<file path="src/rtl/lhp_pkg.sv">
// Package with types, constants and the bound lookup for the latency histogram.
`timescale 1ns / 1ps

package lhp_pkg;

    localparam int NUM_BUCKETS_DEF = 32;
    localparam int COUNT_WIDTH_DEF = 32;
    localparam int TOTAL_W         = 37;
    localparam int FRAC_W          = 17;
    localparam int FRAC_SHIFT      = 16;
    localparam int LAT_W           = 32;

    localparam logic [FRAC_W-1:0]  FRAC_ONE  = 17'h10000;
    localparam logic [TOTAL_W-1:0] TOTAL_MAX = {TOTAL_W{1'b1}};

    localparam logic [1:0] REQ_RECORD = 2'd0;
    localparam logic [1:0] REQ_QUERY  = 2'd1;
    localparam logic [1:0] REQ_CLEAR  = 2'd2;

    typedef struct packed {
        logic [1:0]        req_type;
        logic [LAT_W-1:0]  latency_us;
        logic [FRAC_W-1:0] fraction;
    } t_in_beat;

    typedef struct packed {
        logic [32:0] bound_us;
        logic [22:0] bound_ms;
        logic [4:0]  bucket_index;
        logic        empty_res;
    } t_out_beat;

    typedef struct packed {
        logic inc;
        logic clr;
    } t_cell_ctl;

    typedef enum logic [1:0] {
        S_IDLE,
        S_TARGET,
        S_WALK,
        S_DONE
    } t_state_e;

    // Milliseconds for a bound of 2^(idx+1) microseconds, saturated to 23 bits.
    function automatic logic [22:0] lhp_ms_of(input logic [6:0] idx);
        logic [22:0] ms;
        if (idx < 7'd9) begin
            ms = '0;
        end else begin
            case (idx)
                7'd9:    ms = 23'd1;
                7'd10:   ms = 23'd2;
                7'd11:   ms = 23'd4;
                7'd12:   ms = 23'd8;
                7'd13:   ms = 23'd16;
                7'd14:   ms = 23'd32;
                7'd15:   ms = 23'd65;
                7'd16:   ms = 23'd131;
                7'd17:   ms = 23'd262;
                7'd18:   ms = 23'd524;
                7'd19:   ms = 23'd1048;
                7'd20:   ms = 23'd2097;
                7'd21:   ms = 23'd4194;
                7'd22:   ms = 23'd8388;
                7'd23:   ms = 23'd16777;
                7'd24:   ms = 23'd33554;
                7'd25:   ms = 23'd67108;
                7'd26:   ms = 23'd134217;
                7'd27:   ms = 23'd268435;
                7'd28:   ms = 23'd536870;
                7'd29:   ms = 23'd1073741;
                7'd30:   ms = 23'd2147483;
                7'd31:   ms = 23'd4294967;
                default: ms = 23'h7FFFFF;
            endcase
        end
        return ms;
    endfunction

endpackage

</file>
<file path="src/rtl/lhp_cell.sv">
// One histogram cell: a saturating bucket counter and one stage of the percentile walk.
`timescale 1ns / 1ps

module lhp_cell
    import lhp_pkg::*;
#(
    parameter int COUNT_WIDTH = COUNT_WIDTH_DEF,
    parameter int CUM_W       = TOTAL_W + 1
) (
    input  logic               i_clk,
    input  logic               i_rst_n,
    input  t_cell_ctl          i_ctl,
    input  logic               i_tok,
    input  logic [CUM_W-1:0]   i_cum,
    input  logic [TOTAL_W-1:0] i_target,
    output logic               o_tok,
    output logic [CUM_W-1:0]   o_cum,
    output logic               o_hit,
    output logic               o_full
);

    logic [COUNT_WIDTH-1:0] r_cnt, n_cnt;
    logic                   r_tok, n_tok;
    logic [CUM_W-1:0]       r_cum, n_cum;
    logic [CUM_W:0]         w_sum_x;
    logic [CUM_W-1:0]       w_sum;

    assign o_full  = &r_cnt;
    assign w_sum_x = {1'b0, i_cum} + (CUM_W + 1)'(r_cnt);
    assign w_sum   = w_sum_x[CUM_W] ? {CUM_W{1'b1}} : w_sum_x[CUM_W-1:0];
    assign o_hit   = i_tok && (w_sum >= CUM_W'(i_target));

    always_comb begin
        n_cnt = r_cnt;
        if (i_ctl.clr) begin
            n_cnt = '0;
        end else if (i_ctl.inc && !o_full) begin
            n_cnt = r_cnt + COUNT_WIDTH'(1);
        end
        n_tok = i_tok && !o_hit;
        n_cum = w_sum;
    end

    always_ff @(posedge i_clk) begin
        if (!i_rst_n) begin
            r_cnt <= '0;
            r_tok <= 1'b0;
        end else begin
            r_cnt <= n_cnt;
            r_tok <= n_tok;
        end
    end

    always_ff @(posedge i_clk) begin
        r_cum <= n_cum;
    end

    assign o_tok = r_tok;
    assign o_cum = r_cum;

endmodule

</file>
<file path="config.mk">
export PLATFORM = sky130hd
export DESIGN_NAME = lhp_cell
export DESIGN_NICKNAME = d
export VERILOG_FILES = /design/src/rtl/lhp_pkg.sv /design/src/rtl/lhp_cell.sv
export SDC_FILE = /design/constraint.sdc
export NUM_CORES = 1
export LEC_CHECK = 0
export ABC_CLOCK_PERIOD_IN_PS = 14600
export BUFFER_PORTS_ARGS = -buffer_cell sky130_fd_sc_hd__buf_2
export CAP_MARGIN = 10
export CORE_AREA = 2 2 132 108
export CTS_CLUSTER_DIAMETER = 80
export DETAILED_ROUTE_END_ITERATION = 10
export DIE_AREA = 0 0 134 110
export PLACE_DENSITY_LB_ADDON = 0.05
export SYNTH_ARGS = -nofsm -noshare
export SYNTH_HDL_FRONTEND = slang
export SYNTH_SLANG_ARGS = --single-unit
</file>
<file path="constraint.sdc">
create_clock -name i_clk -period 14.6 [get_ports i_clk]
set_clock_uncertainty 0.2 [all_clocks]
set_input_delay 4.38 -clock i_clk [delete_from_list [all_inputs] [get_ports i_clk]]
set_output_delay 4.38 -clock i_clk [all_outputs]
set_load 0.02 [all_outputs]
</file>
==> summary.txt <==
Status
  • Status: complete, no violations

Clock tree
  • Post-CTS Setup Repair Bufs: 0
  • Clock buffer depth: 2
  • Skew-Pair Late Insertion Delay: around 0.34 ns
  • Resize count post-CTS: 0
  • Root Buffer: clkbuf_16
  • Hold-fix buffers, CTS: 0
  • Clock slew at reported path FFs: about 0.060 ns
  • Htree depth: 3
  • Clk sinks: 71
  • CTS tree: built
  • Num CTS Buffers: 9

Die
  • Starting density of the core: 39.4%
  • # IOs: roughly 120
  • Row cnt: 38
  • Die Wd: roughly 130 um
  • Die area: approximately 15,000 um^2
  • Core area: 13,400 um^2
  • Chip height: around 110 um

Global route
  • Gr usage total: between 20 and 25%
  • Antenna violations before repair: 0
  • Pin count of the biggest net entering global routing: 33
  • First-pass GRT wire length: ~24 mm
  • Vias in the first global route: approximately 4,700
  • Aggregate global routing overflow: 0

Synth
  • Top_reg_cell synth: dfxtp_1
  • Ys async rst share: 0%
  • Average size of a mapped cell: 8.02 um^2
  • Yosys reg bits: 71
  • Syn Nets: ~800
  • Synth cell types: 57
  • Number of flops mapped to enable cells by yosys: 0
  • Synthesized area: between 5000 and 6000 um^2
  • Synth warn: 0
  • Register area share after synthesis: a little over a quarter
  • Post-Synthesis Cells: around 660

Timing
  • Final period util: about nine tenths
  • Pins Over Slew Limit: 0
  • Slew @ Worst Pin: around 0.9 ns
  • Rel. slew slack: between 30% and 40%
  • Setup TNS: 0 ns
  • Highest Clock Rate: 74.7 MHz
  • Final Critical Period: 13.40 ns
  • Final setup vio count: 0
  • Final hold violation count: 0
  • Unrepaired setup endpoints after global routing: no
  • Setup WS post-layout: ~1.2 ns

Finish
  • Final net count: between 900 and 1,000
  • Multi-input gate area: between 3000 and 4000 um^2
  • Register area: around 1400 um^2
  • Most frequent cells in the layout: 120 x buf_2, 71 x nand2_1, 71 x dfxtp_1
  • # fillers: 1,406
  • Synth-to-Final Area Change: 20.9%
  • Commonest non-fill, non-tap cell in the layout: buf_2
  • Share of cells above drive strength 1: approximately a fifth
  • Diode count: 0

Drt
  • DR WL/cell: 15.4 um
  • Vias: 4,983
  • DRT antenna net count: 0
  • Routed wire length: about 15 mm
  • Via/cell ratio: between 5 and 6
  • DRC Markers: 0
  • 1st-pass router iterations: 4
  • Initial DRC Count: about 230

Placed design
  • IO buf count: 120
  • Gpl congestion: roughly 0.88
  • Pre-CTS setup slack: approximately 1.2 ns
  • Post-DP HPWL: roughly 12 mm

Worst setup path
  • RR Startpoint: r_cnt[24]$_SDFFE_PP0P_
  • Startpoint types: input port
  • Setup crit end kind: output pin
  • Critical Path AT: ~8.8 ns
  • Critical Path RT: approximately 10 ns
  • CP max FO: 7
  • CP Class: input port to output pin
  • Worst R2R Path Depth: 18
  • Reg2reg end: o_tok$_SDFF_PN0_
  • R2r setup slk: roughly 9.7 ns

Power and ir drop
  • Peak VDD IR: roughly 0.000047 V
  • Total chip power: 504 uW
  • PD cells: between 70 and 80 nW/um^2
  • Pleak: approximately 3.1 nW

Run
  • Max-cap violations: 0

Hold path
  • Hold crit path type: register to register
  • Hold Path Stages: 2
  • Hold Path End: r_cnt[17]$_SDFFE_PP0P_
  • Worst Min Path Start: r_cnt[17]$_SDFFE_PP0P_
worst max-delay path by stage:
stage | depth (start not counted) | slack, ns | endpoint | from
2_1_floorplan | 17 | 1.86 | o_hit | i_cum[24]
3_3_place_gp | 19 | 1.26 | o_hit | i_cum[24]
3_5_place_dp | 19 | 1.17 | o_hit | i_cum[24]
4_1_cts | 19 | 1.14 | o_hit | i_cum[24]
5_1_grt | 19 | 0.83 | o_hit | i_cum[24]
6_report | 19 | 1.20 | o_hit | i_cum[24]
metrics by stage:
| step | utilization, % | cell area (um^2) | hold slack, ns | std cells |
|---|---|---|---|---|
| 3_5_place_dp | 45.4 | 6060 | 0.323 | 948 |
| 5_1_grt | 47.6 | 6360 | 0.351 | 964 |
| 2_1_floorplan | - | 5260 | 0.275 | 656 |
| 4_1_cts | 47.6 | 6360 | 0.333 | 964 |
| 6_report | 47.6 | 6360 | 0.331 | 964 |
| 3_3_place_gp | 45.4 | 6060 | 0.296 | 948 |
synthesized netlist by cell type (3+ instances only):
| master | count | share of area (%) |
|---|---|---|
| a31oi_1 | 5 | 0.59 |
| ha_1 | 70 | 17 |
| dfxtp_1 | 71 | 27 |
| or3_1 | 8 | 0.95 |
| nor3_1 | 8 | 0.76 |
| a311oi_1 | 4 | 0.67 |
| nand4_1 | 20 | 2.4 |
| nand2b_1 | 6 | 0.71 |
| mux2_2 | 3 | 0.64 |
| nand3_1 | 19 | 1.8 |
| o21a_1 | 7 | 1.0 |
| and3_1 | 14 | 1.7 |
| nor2_1 | 58 | 4.1 |
| o211ai_1 | 4 | 0.57 |
| o21bai_1 | 3 | 0.43 |
| a21oi_1 | 50 | 4.8 |
| a21o_1 | 27 | 3.9 |
| nor2b_1 | 3 | 0.36 |
| o21ai_0 | 23 | 2.2 |
| and2_1 | 9 | 1.1 |
| nand2_1 | 71 | 5.1 |
| o21ai_1 | 9 | 0.86 |
| a211oi_1 | 5 | 0.71 |
| a211o_1 | 5 | 0.83 |
| xnor2_1 | 18 | 3.0 |
| xor2_1 | 33 | 5.5 |
| and4_1 | 4 | 0.67 |
| inv_1 | 50 | 3.6 |
| clkbuf_1 | 6 | 0.43 |
| buf_2 | 5 | 0.48 |
| nor4_1 | 3 | 0.36 |
area by class of cell:
type / instances / area share [%]
clock buffers: 9 / 3.54
flip-flops and latches: 71 / 22.3
inverters: 50 / 2.95
well taps: 180 / 3.54
clock inverters: 7 / 1.16
repair buffers: 123 / 9.79
multi-input cells: 524 / 56.7
cell families after synthesis:
group / synth area share (%)
XOR/XNOR: 8.49
AO/OA/AOI/OAI: 20.3
multiplexers: 0.642
flip-flops: 27.0
buffers and inverters: 4.47
AND/OR/NAND/NOR: 22.1
adder cells (fa/ha/maj): 17.0
sequential cells by signal, indices dropped and copies added, names as in the netlist:
name / flops
o_tok: 1
o_cum: 38
r_cnt: 32
worst max-delay path, cell delays in order:
cell	delay [ns]
buf_2	0.10
ha_1	0.37
a21oi_1	0.23
o21ai_1	0.11
o41ai_2	0.27
a21boi_1	0.15
or4_1	0.46
o21ai_1	0.31
nor2_1	0.12
or2_1	0.30
ha_1	0.31
a21o_1	0.18
a21o_1	0.16
a21oi_1	0.13
o21ai_0	0.14
a311o_1	0.36
a311oi_1	0.43
a21boi_1	0.12
buf_2	0.17
layer usage:
layer | share of wire, % | global-route usage, %
met5 | 0 | 0
met4 | 0.96 | 6.08
met3 | 4.3 | 3.43
met2 | 41 | 30.7
met1 | 54 | 30.3
power breakdown:
group / switching, mW / total, mW / internal [mW]
registers: 0.00190 / 0.202 / 0.200
logic: 0.0475 / 0.0813 / 0.0338
clock network: 0.0883 / 0.220 / 0.132
Power figures use the tool's default switching activity.
